### config.mk
export PLATFORM = sky130hd
export DESIGN_NAME = sha256_hash_engine_top
export DESIGN_NICKNAME = d
export VERILOG_FILES = /design/src/hw/rtl/she_pkg.sv /design/src/hw/rtl/sha256_hash_engine_top.sv /design/src/hw/rtl/she_datapath.sv /design/src/hw/rtl/she_controller.sv
export VERILOG_INCLUDE_DIRS = /design/src /design/src/hw/rtl
export SDC_FILE = /design/constraint.sdc
export NUM_CORES = 2
export LEC_CHECK = 0
export ABC_CLOCK_PERIOD_IN_PS = 38600
export BUFFER_PORTS_ARGS = -buffer_cell sky130_fd_sc_hd__buf_2
export CORE_ASPECT_RATIO = 2
export CORE_MARGIN = 3
export CORE_UTILIZATION = 45
export CTS_CLUSTER_DIAMETER = 60
export DETAILED_ROUTE_END_ITERATION = 8
export MAX_ROUTING_LAYER = met4
export PLACE_DENSITY = 0.71
export SETUP_SLACK_MARGIN = 0.4
export SYNTH_ARGS = -nofsm -noshare
export SYNTH_HDL_FRONTEND = slang
export SYNTH_SLANG_ARGS = --single-unit
### constraint.sdc
create_clock -name i_clk -period 38.6 [get_ports i_clk]
set_input_delay 3.86 -clock i_clk [delete_from_list [all_inputs] [get_ports i_clk]]
set_output_delay 3.86 -clock i_clk [all_outputs]
set_load 0.005 [all_outputs]
### src/hw/rtl/sha256_hash_engine_top_defines.svh
// assertion macros used by the hash engine controller
`ifndef SHA256_HASH_ENGINE_TOP_DEFINES_SVH
`define SHA256_HASH_ENGINE_TOP_DEFINES_SVH

// same-cycle implication, checked outside reset
`define SHE_ASSERT_IMPL(lbl, clk, rst_n, ante, cons, msg) \
    lbl: assert property (@(posedge clk) disable iff (!rst_n) (ante) |-> (cons)) else $error(msg);

// next-cycle implication, checked outside reset
`define SHE_ASSERT_NEXT(lbl, clk, rst_n, ante, cons, msg) \
    lbl: assert property (@(posedge clk) disable iff (!rst_n) (ante) |=> (cons)) else $error(msg);

`endif

### src/hw/rtl/she_pkg.sv
// shared types, constants and functions of the hash engine
package she_pkg;

    localparam logic KIND_BYTE = 1'b0;
    localparam logic KIND_END  = 1'b1;

    localparam logic [7:0] PAD_MARK = 8'h80;
    localparam logic [5:0] POS_LAST = 6'd63;
    localparam logic [5:0] POS_LEN  = 6'd56;

    localparam logic [31:0] H_INIT [8] = '{
        32'h6a09e667, 32'hbb67ae85, 32'h3c6ef372, 32'ha54ff53a,
        32'h510e527f, 32'h9b05688c, 32'h1f83d9ab, 32'h5be0cd19
    };

    localparam logic [31:0] K_ROUND [64] = '{
        32'h428a2f98, 32'h71374491, 32'hb5c0fbcf, 32'he9b5dba5,
        32'h3956c25b, 32'h59f111f1, 32'h923f82a4, 32'hab1c5ed5,
        32'hd807aa98, 32'h12835b01, 32'h243185be, 32'h550c7dc3,
        32'h72be5d74, 32'h80deb1fe, 32'h9bdc06a7, 32'hc19bf174,
        32'he49b69c1, 32'hefbe4786, 32'h0fc19dc6, 32'h240ca1cc,
        32'h2de92c6f, 32'h4a7484aa, 32'h5cb0a9dc, 32'h76f988da,
        32'h983e5152, 32'ha831c66d, 32'hb00327c8, 32'hbf597fc7,
        32'hc6e00bf3, 32'hd5a79147, 32'h06ca6351, 32'h14292967,
        32'h27b70a85, 32'h2e1b2138, 32'h4d2c6dfc, 32'h53380d13,
        32'h650a7354, 32'h766a0abb, 32'h81c2c92e, 32'h92722c85,
        32'ha2bfe8a1, 32'ha81a664b, 32'hc24b8b70, 32'hc76c51a3,
        32'hd192e819, 32'hd6990624, 32'hf40e3585, 32'h106aa070,
        32'h19a4c116, 32'h1e376c08, 32'h2748774c, 32'h34b0bcb5,
        32'h391c0cb3, 32'h4ed8aa4a, 32'h5b9cca4f, 32'h682e6ff3,
        32'h748f82ee, 32'h78a5636f, 32'h84c87814, 32'h8cc70208,
        32'h90befffa, 32'ha4506ceb, 32'hbef9a3f7, 32'hc67178f2
    };

    typedef struct packed {
        logic       kind;
        logic [7:0] data_byte;
    } t_in_item;

    typedef struct packed {
        logic [31:0] digest_word;
        logic [2:0]  word_index;
        logic        last_word;
    } t_out_item;

    typedef enum logic [2:0] {
        ST_IDLE,
        ST_PAD,
        ST_ROUND,
        ST_ADD,
        ST_WAIT_OUT
    } t_she_state;

    typedef struct packed {
        logic load_byte;
        logic pad_byte;
        logic pad_mark;
        logic put_len;
        logic init_vars;
        logic round;
        logic add_hash;
        logic capture;
    } t_dp_cmd;

    typedef struct packed {
        logic [5:0] pos;
        logic       round_last;
        logic       out_busy;
    } t_dp_status;

    function automatic logic [31:0] rotr(input logic [31:0] v, input int unsigned n);
        return (v >> n) | (v << (32 - n));
    endfunction

endpackage

### src/hw/rtl/sha256_hash_engine_top.sv
// SHA-256 engine taking one message byte per item and giving eight digest word items.
// Message bytes are taken while the engine is idle; the 64th byte of each block starts
// 64 rounds through the single round unit at one per cycle, then the hash update, with
// the input stalled. An end item pads one byte per cycle up to the length field
// (at most 64 bytes over two passes when the tail is too long); each pass ends with a
// step that closes the block and loads the working variables, then a compression.
// After that the digest moves to an eight-word output buffer and the engine
// re-initialises; the input stays stalled from an end item until then. Digest words
// drain from that buffer while new message bytes are taken; a following digest is
// held in the engine, with the input stalled, until the previous one has been fully
// delivered.
module sha256_hash_engine_top (
    input  logic                i_clk,
    input  logic                i_rst_n,
    input  logic                i_in_valid,
    input  she_pkg::t_in_item   i_in_data,
    output logic                o_in_stall,
    output logic                o_out_valid,
    output she_pkg::t_out_item  o_out_data,
    input  logic                i_out_stall
);

    she_pkg::t_dp_cmd    cmd;
    she_pkg::t_dp_status status;

    she_controller u_ctrl (
        .i_clk      (i_clk),
        .i_rst_n    (i_rst_n),
        .i_in_valid (i_in_valid),
        .i_kind     (i_in_data.kind),
        .i_status   (status),
        .o_in_stall (o_in_stall),
        .o_cmd      (cmd)
    );

    she_datapath u_dp (
        .i_clk       (i_clk),
        .i_rst_n     (i_rst_n),
        .i_data_byte (i_in_data.data_byte),
        .i_cmd       (cmd),
        .o_status    (status),
        .o_out_valid (o_out_valid),
        .o_out_data  (o_out_data),
        .i_out_stall (i_out_stall)
    );

endmodule

### src/hw/rtl/she_datapath.sv
// block buffer, round unit, hash words and digest output buffer
module she_datapath (
    input  logic                  i_clk,
    input  logic                  i_rst_n,
    input  logic [7:0]            i_data_byte,
    input  she_pkg::t_dp_cmd      i_cmd,
    output she_pkg::t_dp_status   o_status,
    output logic                  o_out_valid,
    output she_pkg::t_out_item    o_out_data,
    input  logic                  i_out_stall
);

    logic [31:0] r_hash [8];
    logic [31:0] r_var  [8];
    logic [31:0] r_buf  [16];
    logic [31:0] r_out_word [8];
    logic [63:0] r_len;
    logic [5:0]  r_pos;
    logic [5:0]  r_round;
    logic [2:0]  r_out_idx;
    logic        r_out_valid;

    logic [7:0]  n_byte;
    logic [31:0] n_word;
    logic [31:0] n_sched;
    logic [31:0] n_t1;
    logic [31:0] n_t2;
    logic        out_take;

    // byte placement, big-endian within each word; a word is cleared on its first byte
    always_comb begin
        n_byte = i_cmd.load_byte ? i_data_byte : (i_cmd.pad_mark ? she_pkg::PAD_MARK : 8'd0);
        n_word = ((r_pos[1:0] == 2'd0) ? 32'd0 : r_buf[r_pos[5:2]])
               | ({24'd0, n_byte} << {2'd3 - r_pos[1:0], 3'b000});
    end

    // one compression round and the next schedule word
    always_comb begin
        logic [31:0] big1;
        logic [31:0] choose;
        logic [31:0] big0;
        logic [31:0] major;
        logic [31:0] sig0;
        logic [31:0] sig1;
        big1   = she_pkg::rotr(r_var[4], 6) ^ she_pkg::rotr(r_var[4], 11)
               ^ she_pkg::rotr(r_var[4], 25);
        choose = (r_var[4] & r_var[5]) ^ (~r_var[4] & r_var[6]);
        n_t1   = r_var[7] + big1 + choose + she_pkg::K_ROUND[r_round] + r_buf[0];
        big0   = she_pkg::rotr(r_var[0], 2) ^ she_pkg::rotr(r_var[0], 13)
               ^ she_pkg::rotr(r_var[0], 22);
        major  = (r_var[0] & r_var[1]) ^ (r_var[0] & r_var[2]) ^ (r_var[1] & r_var[2]);
        n_t2   = big0 + major;
        sig0   = she_pkg::rotr(r_buf[1], 7) ^ she_pkg::rotr(r_buf[1], 18) ^ (r_buf[1] >> 3);
        sig1   = she_pkg::rotr(r_buf[14], 17) ^ she_pkg::rotr(r_buf[14], 19)
               ^ (r_buf[14] >> 10);
        n_sched = sig1 + r_buf[9] + sig0 + r_buf[0];
    end

    assign out_take = r_out_valid && !i_out_stall;

    // buffer doubles as the schedule window during rounds
    always_ff @(posedge i_clk) begin
        if (i_cmd.load_byte || i_cmd.pad_byte) begin
            r_buf[r_pos[5:2]] <= n_word;
        end
        if (i_cmd.put_len) begin
            r_buf[14] <= r_len[63:32];
            r_buf[15] <= r_len[31:0];
        end
        if (i_cmd.round) begin
            for (int i = 0; i < 15; i++) begin
                r_buf[i] <= r_buf[i + 1];
            end
            r_buf[15] <= n_sched;
        end
    end

    always_ff @(posedge i_clk) begin
        if (i_cmd.init_vars) begin
            for (int i = 0; i < 8; i++) begin
                r_var[i] <= r_hash[i];
            end
        end else if (i_cmd.round) begin
            r_var[7] <= r_var[6];
            r_var[6] <= r_var[5];
            r_var[5] <= r_var[4];
            r_var[4] <= r_var[3] + n_t1;
            r_var[3] <= r_var[2];
            r_var[2] <= r_var[1];
            r_var[1] <= r_var[0];
            r_var[0] <= n_t1 + n_t2;
        end
        if (i_cmd.capture) begin
            for (int i = 0; i < 8; i++) begin
                r_out_word[i] <= r_hash[i];
            end
        end else if (out_take) begin
            for (int i = 0; i < 7; i++) begin
                r_out_word[i] <= r_out_word[i + 1];
            end
        end
    end

    always_ff @(posedge i_clk) begin
        if (!i_rst_n) begin
            for (int i = 0; i < 8; i++) begin
                r_hash[i] <= she_pkg::H_INIT[i];
            end
            r_len       <= 64'd0;
            r_pos       <= 6'd0;
            r_round     <= 6'd0;
            r_out_idx   <= 3'd0;
            r_out_valid <= 1'b0;
        end else begin
            if (i_cmd.load_byte || i_cmd.pad_byte) begin
                r_pos <= r_pos + 6'd1;
            end
            if (i_cmd.load_byte) begin
                r_len <= r_len + 64'd8;
            end
            if (i_cmd.round) begin
                r_round <= r_round + 6'd1;
            end
            if (i_cmd.add_hash) begin
                for (int i = 0; i < 8; i++) begin
                    r_hash[i] <= r_hash[i] + r_var[i];
                end
            end
            if (i_cmd.capture) begin
                for (int i = 0; i < 8; i++) begin
                    r_hash[i] <= she_pkg::H_INIT[i];
                end
                r_len       <= 64'd0;
                r_pos       <= 6'd0;
                r_out_idx   <= 3'd0;
                r_out_valid <= 1'b1;
            end else if (out_take) begin
                r_out_idx <= r_out_idx + 3'd1;
                if (r_out_idx == 3'd7) begin
                    r_out_valid <= 1'b0;
                end
            end
        end
    end

    assign o_status.pos        = r_pos;
    assign o_status.round_last = (r_round == 6'd63);
    assign o_status.out_busy   = r_out_valid;

    assign o_out_valid            = r_out_valid;
    assign o_out_data.digest_word = r_out_word[0];
    assign o_out_data.word_index  = r_out_idx;
    assign o_out_data.last_word   = (r_out_idx == 3'd7);

endmodule

### src/hw/rtl/she_controller.sv
// sequencer for byte loading, padding, compression and digest hand-off
`include "sha256_hash_engine_top_defines.svh"

module she_controller (
    input  logic                 i_clk,
    input  logic                 i_rst_n,
    input  logic                 i_in_valid,
    input  logic                 i_kind,
    input  she_pkg::t_dp_status  i_status,
    output logic                 o_in_stall,
    output she_pkg::t_dp_cmd     o_cmd
);

    she_pkg::t_she_state r_state;
    she_pkg::t_she_state n_state;
    logic r_two;
    logic n_two;
    logic r_final;
    logic n_final;
    logic pad_done;

    // padding stops at the wrap when a second block is needed, else at the length field
    assign pad_done = r_two ? (i_status.pos == 6'd0) : (i_status.pos == she_pkg::POS_LEN);

    always_ff @(posedge i_clk) begin
        if (!i_rst_n) begin
            r_state <= she_pkg::ST_IDLE;
            r_two   <= 1'b0;
            r_final <= 1'b0;
        end else begin
            r_state <= n_state;
            r_two   <= n_two;
            r_final <= n_final;
        end
    end

    always_comb begin
        n_state = r_state;
        n_two   = r_two;
        n_final = r_final;
        case (r_state)
            she_pkg::ST_IDLE: begin
                if (i_in_valid) begin
                    if (i_kind == she_pkg::KIND_BYTE) begin
                        if (i_status.pos == she_pkg::POS_LAST) begin
                            n_state = she_pkg::ST_ROUND;
                        end
                    end else begin
                        n_state = she_pkg::ST_PAD;
                        n_two   = (i_status.pos >= she_pkg::POS_LEN);
                        n_final = 1'b1;
                    end
                end
            end
            she_pkg::ST_PAD: begin
                if (pad_done) begin
                    n_state = she_pkg::ST_ROUND;
                end
            end
            she_pkg::ST_ROUND: begin
                if (i_status.round_last) begin
                    n_state = she_pkg::ST_ADD;
                end
            end
            she_pkg::ST_ADD: begin
                if (r_two) begin
                    n_state = she_pkg::ST_PAD;
                    n_two   = 1'b0;
                end else if (r_final) begin
                    n_state = she_pkg::ST_WAIT_OUT;
                end else begin
                    n_state = she_pkg::ST_IDLE;
                end
            end
            she_pkg::ST_WAIT_OUT: begin
                if (!i_status.out_busy) begin
                    n_state = she_pkg::ST_IDLE;
                    n_final = 1'b0;
                end
            end
            default: begin
                n_state = she_pkg::ST_IDLE;
            end
        endcase
    end

    always_comb begin
        o_cmd      = '0;
        o_in_stall = 1'b1;
        case (r_state)
            she_pkg::ST_IDLE: begin
                o_in_stall = 1'b0;
                if (i_in_valid) begin
                    if (i_kind == she_pkg::KIND_BYTE) begin
                        o_cmd.load_byte = 1'b1;
                        o_cmd.init_vars = (i_status.pos == she_pkg::POS_LAST);
                    end else begin
                        o_cmd.pad_byte = 1'b1;
                        o_cmd.pad_mark = 1'b1;
                    end
                end
            end
            she_pkg::ST_PAD: begin
                if (pad_done) begin
                    o_cmd.init_vars = 1'b1;
                    o_cmd.put_len   = !r_two;
                end else begin
                    o_cmd.pad_byte = 1'b1;
                end
            end
            she_pkg::ST_ROUND: begin
                o_cmd.round = 1'b1;
            end
            she_pkg::ST_ADD: begin
                o_cmd.add_hash = 1'b1;
            end
            she_pkg::ST_WAIT_OUT: begin
                o_cmd.capture = !i_status.out_busy;
            end
            default: begin
                o_cmd = '0;
            end
        endcase
    end

    `SHE_ASSERT_IMPL(a_capture_free, i_clk, i_rst_n, o_cmd.capture, !i_status.out_busy, "digest captured over undrained output")
    `SHE_ASSERT_NEXT(a_rounds_run, i_clk, i_rst_n, o_cmd.round && !i_status.round_last, o_cmd.round, "round sequence broken")
    `SHE_ASSERT_NEXT(a_add_after_last, i_clk, i_rst_n, o_cmd.round && i_status.round_last, o_cmd.add_hash, "hash update missing after last round")
    `SHE_ASSERT_IMPL(a_len_at_field, i_clk, i_rst_n, o_cmd.put_len, i_status.pos == she_pkg::POS_LEN, "length written at wrong position")

endmodule

# --- Yosys cells after proc, flatten, opt, wreduce, memory -nomap -nowiden ---
# Memories as Yosys holds them, arrays and structs flattened. A register that Yosys moved wholly into a read port is not among the register bits.
# Cells that the tools add are included.
op_classes:
  add_sub_neg: 23
  n_lt_le_gt_ge: 2
  n_eq_ne: 14
  n_shift: 1
  mux: 100
  bitwise: 63
  n_reduce_logical: 18
op_table:
  columns: ["operator", "count"]
  rows:
  - ["2-to-1 mux 32 bit", 37]
  - ["adder 32 bit", 18]
  - ["bitwise XOR 32 bit", 9]
  - ["AND 32 bit", 5]
  - ["adder 64 x 4 -> 64 bit (second input constant)", 1]
  - ["2-to-1 mux 1 bit", 42]
  - ["OR 1 bit", 33]
  - ["NOT 32 bit", 1]
  - ["OR 10 x 32 -> 32 bit", 1]
  - ["OR 13 x 32 -> 32 bit", 1]
  - ["OR 14 x 32 -> 32 bit", 1]
  - ["OR 15 x 32 -> 32 bit", 1]
  - ["OR 19 x 32 -> 32 bit", 1]
  - ["OR 21 x 32 -> 32 bit", 1]
  - ["OR 25 x 32 -> 32 bit", 1]
  - ["OR 26 x 32 -> 32 bit", 1]
  - ["OR 30 x 32 -> 32 bit", 1]
  - ["OR 32 bit", 1]
  - ["OR 7 x 32 -> 32 bit", 1]
  - ["OR reduction 32 bit", 1]
  - ["<< shifter 8 x 5 -> 32 bit", 1]
  - ["bitwise XOR 32 x 22 -> 32 bit", 1]
  - ["bitwise XOR 32 x 29 -> 32 bit", 1]
  - ["2-to-1 mux 3 bit", 9]
  - ["31 further kinds", 51]
word_totals:
  register_bits: 85
  mem_bits_rw: 1280
  mem_bits_ro: 2048
  input_bits: 13
  output_inout_bits: 38
  wordCells: 234
  n_memories: 5
memory_table:
  columns: ["name", "depth", "width", "rd", "rd_ports_with_merged_regs", "wr", "line", "source"]
  rows:
  - ["(no name shown)", 64, 32, 1, 0, 0, "she_datapath.sv:48", "n_t1 = r_var[7] + big1 + choose + she_pkg::K_ROUND[r_round] + r_buf[0];"]
  - ["u_dp.r_buf", 16, 32, 17, 1, 16, "she_datapath.sv:15", "logic [31:0] r_buf [16];"]
  - ["u_dp.r_hash", 8, 32, 8, 0, 8, "she_datapath.sv:13", "logic [31:0] r_hash [8];"]
  - ["u_dp.r_out_word", 8, 32, 8, 0, 8, "she_datapath.sv:16", "logic [31:0] r_out_word [8];"]
  - ["u_dp.r_var", 8, 32, 8, 0, 8, "she_datapath.sv:14", "logic [31:0] r_var [8];"]

# --- Logic depth before layout (Yosys ltp) ---
logic_depth:
  ltp_word: 9
  mapped_depth: 41
  mapped_depth_nobuf: 38

# --- Cells and area by module ---
# A second synthesis with hierarchy kept.
unflattened:
  cells_unflattened: 7844
  hier_area_um2: 85441.9
by_module_without_submodules:
  columns: ["module", "instances", "cells_per_inst", "area_per_inst_um2", "seq_area_each_um2"]
  rows:
  - ["she_datapath", 1, 7791, 85010.3, 38777.2]
  - ["she_controller", 1, 53, 431.7, 100.1]

# --- Worst setup path after synthesis ---
# Ideal clock, no wire load.
synth_path:
  kind: "input-to-reg"
  startpoint: "in i_in_valid"
  endpoint: "mem u_dp.r_var[0][0] (enable)"
  setup_ps: 883
  arrival_ps: 15476
  required_time_ps: 37717
  path_slack_ps: 22241
  cell_stages: 6
  n_path_buf: 1
  path_cell_list: "clkbuf_1 -> nor3b_4 -> nand4_1 -> a21oi_1 -> nor2_1 -> nor2_1"
synth_rtl:
  columns: ["element", "line", "source"]
  rows:
  - ["start: declaration", "sha256_hash_engine_top.sv:15", "input logic i_in_valid,"]
  - ["end: declaration", "she_datapath.sv:14", null]

==> flow_summary.json <==
{
  "status": "finished with violations",
  "violations": "max-capacitance violations, max-slew violations",
  "finalClockSkew_ns": 0.0641,
  "max_slew_margin_pct": -0.346,
  "insertion_delay_ns": 0.82,
  "root_buffer": "clkbuf_16",
  "grt_max_degree": 166,
  "slowest_delay_ns": 1.03,
  "slew_viol_final": 1,
  "timing.setup.tns_ns": 0,
  "synth_edf_count": 1152,
  "die_w_um": 314,
  "fin_area_um2": 92700,
  "wl_per_cell_um": 30.0,
  "crit_fanout": 27,
  "start_util_pct": 45.3,
  "cts_made_buffers": 145,
  "die_h_um": 621,
  "drt_pass1_iterations": 5,
  "cts_sinks": 1366,
  "synthesis.area_um2": 85200,
  "yosys.area.top_type": "edfxtp_1",
  "yosysSeqAreaShare_pct": 45.6,
  "dp.cells": 10122,
  "synth.net_count": 8500,
  "portBuffers": 50,
  "hold_slack_ns": 0.481,
  "drive_gt1_share_pct": 11.1,
  "netlist_instances": 7894,
  "grt_pass1_vias": 66337,
  "critical_path_class": "flip-flop to flip-flop",
  "synthArstFlopShare_pct": 0,
  "max-cap-violations": 1,
  "cts_tree": "done",
  "p_int_w": 0.00279,
  "p_leak_nw": 36.5,
  "syn_avg_cell_area_um2": 10.8,
  "nets": 8381,
  "ys_ff_latch": 1366,
  "dieArea_um2": 195000,
  "fmax_mhz": 92.7,
  "antenna_found_initial": 5,
  "required_ns": 39.12,
  "path_clk_slew_ns": 0.06,
  "min_path_type": "flip-flop to flip-flop",
  "synth_top_area_share_pct": 40.6,
  "crit_path_end_kind": "flip-flop",
  "comb_power_share_pct": 25.3,
  "routed_wl_mm": 312,
  "synth_cell_types": 83,
  "worstPathArrival_ns": 11.31,
  "ioPinCount": 51,
  "grt_use_total_pct": 32.5,
  "setup_violations": 0,
  "gp_congestion": 1.07,
  "hold_viol": 0,
  "vias": 63621,
  "place_hpwl_mm": 227,
  "swShare_pct": 31.0,
  "crit_top_cell": "fa_1",
  "ys_warn_count": 0,
  "cts-resized-gates": 0,
  "seqPwrFrac_pct": 40.3,
  "cellPowerDensity_nw_per_um2": 43.7,
  "syn_to_final_growth_pct": 8.79,
  "dpl-instance-area_um2": 88200,
  "grt_pass1_wl_mm": 447,
  "synthFlopType": "edfxtp_1",
  "drc": 0,
  "drtIter0Drc": 5044,
  "grt_overflow_total": 0,
  "start_kind": "flip-flop",
  "p_switching_w": 0.00125,
  "synthTopCellsByArea": "edfxtp_1 (41%), ha_1 (5.8%), nand2_1 (5.3%), a21o_1 (5.2%), dfxtp_1 (5.0%)",
  "period_needed_ns": 10.78,
  "drtAntennaViolNets": 0,
  "rsz0062_at_grt": "no",
  "min_period_over_period_pct": 27.9,
  "worstMarginPinSlew_ns": 1.49,
  "hold_buffers": 0,
  "finalNonFillerCells": 10379,
  "htree_levels": 4,
  "cp_slowest_cell": "o311ai_0",
  "viasPerCell": 6.13,
  "design.core.area_um2": 188000,
  "clockBufferDepth": 4,
  "peakVddDrop_v": 0.0000547,
  "row_count": 225,
  "cts_setup_buffers": 0,
  "clockPowerShare_pct": 34.4
}
==> layer usage <==
metal	GRT usage, %	share of wire (%)	routed length, µm
met1	28.0	29	91300
met2	56.8	51	161000
met3	4.87	5.3	16400
met4	35.4	14	43500
met5	-	0	0
==> cells in the final DEF (no fill, tap or decap), types with 37 or more instances in the layout <==
cell	Yosys	routed
a211oi_1	49	49
o211ai_1	44	44
o21bai_1	74	74
nor2_1	395	391
nor3_1	81	78
o21a_1	111	111
a21oi_1	458	458
mux4_2	169	169
nand3_1	118	118
clkbuf_16	0	148
dfxtp_1	214	207
xor2_1	211	211
inv_1	264	261
fa_1	195	195
nand2_1	1201	1198
edfxtp_1	1152	1152
buf_4	33	145
a31oi_1	59	59
nand4_1	37	37
a21o_1	590	590
nor2b_1	48	47
mux2i_1	43	43
nand2b_1	66	66
buf_2	2	50
mux2_2	219	219
ha_1	398	398
o21ai_0	391	374
xnor2_1	412	412
and3_1	53	53
==> flip-flops by register name, summed over array words and instances (netlist names), named ones only <==
signal	cells
u_dp.r_hash	256
u_dp.r_buf	512
u_dp.r_len	61
u_dp.o_out_valid	1
u_dp.r_pos	6
u_dp.r_round	6
u_dp.r_out_idx	3
u_dp.r_var	256
u_ctrl.r_final	1
u_dp.r_out_word	256
u_ctrl.r_two	1
u_ctrl.r_state	3
==> through the flow <==
stage / setup WS, ns / utilization, % / total power, W
3_5_place_dp: 27.96 / 46.9 / 0.00267
3_3_place_gp: 27.73 / 46.9 / 0.00266
5_1_grt: 27.37 / 49.3 / 0.00420
6_report: 27.82 / 49.3 / 0.00405
4_1_cts: 27.96 / 49.3 / 0.00406
2_1_floorplan: 22.24 / - / 0.00238
==> power by group through the flow <==
stage          Clock (W)  Combinational (W)  Sequential [W]
2_1_floorplan          0           0.000729         0.00165
3_3_place_gp           0           0.000996         0.00166
3_5_place_dp           0            0.00101         0.00166
4_1_cts          0.00141            0.00102         0.00163
5_1_grt          0.00146            0.00111         0.00163
6_report         0.00139            0.00102         0.00163
==> synthesized netlist by cell type, types with 48 or more instances <==
cell	instances
a211oi_1	49
a21o_1	590
a21oi_1	458
a31oi_1	59
and3_1	53
buf_1	53
clkbuf_1	379
dfxtp_1	214
edfxtp_1	1152
fa_1	195
ha_1	398
inv_1	264
mux2_2	219
mux4_2	169
nand2_1	1201
nand2b_1	66
nand3_1	118
nor2_1	395
nor2b_1	48
nor3_1	81
o21a_1	111
o21ai_0	391
o21bai_1	74
xnor2_1	412
xor2_1	211
==> kinds of logic (layout without fill, tap and decap cells) <==
group	Yosys count	after routing	synth area share [%]
buffers and inverters	734	719	3.38
multiplexers	431	431	7.86
AO/OA/AOI/OAI	1992	1992	15.2
flip-flops	1366	1366	45.6
XOR/XNOR	623	623	6.40
adder cells (fa/ha/maj)	615	615	10.7
other	0	3	0
AND/OR/NAND/NOR	2133	2133	10.9
==> worst paths after layout <==
kind	slack, ns	to	start	cells after the start
worst max-delay path	27.82	u_dp.r_var[1][31]	u_dp.r_round[0]	31
worst min-delay path	0.48	u_dp.r_out_word[1][109]	u_dp.r_hash[1][109]	0
worst max register to register	27.82	u_dp.r_var[1][31]	u_dp.r_round[0]	31
worst min register to register	0.48	u_dp.r_out_word[1][109]	u_dp.r_hash[1][109]	0
==> cell type report <==
class                      count  area [µm²]
antenna                        3        7.51
clock buffer                 184        3930
clock inverter                67         573
fill                       16922       95300
inverter                     267        1010
multi-input combinational   5794       43700
sequential                  1366       38900
tap                         2497        3120
timing repair buffer         201        1450
==> worst max-delay path: cells and delay by family, from the launching register on <==
family | cells | cell delay, ns
adder cells (fa/ha/maj) | 7 | 3.14
XOR/XNOR | 2 | 0.36
flip-flops | 1 | 0.31
buffers and inverters | 5 | 0.99
AO/OA/AOI/OAI | 13 | 4.49
AND/OR/NAND/NOR | 4 | 1.18
No activity file was read; power rests on OpenSTA's default activity.
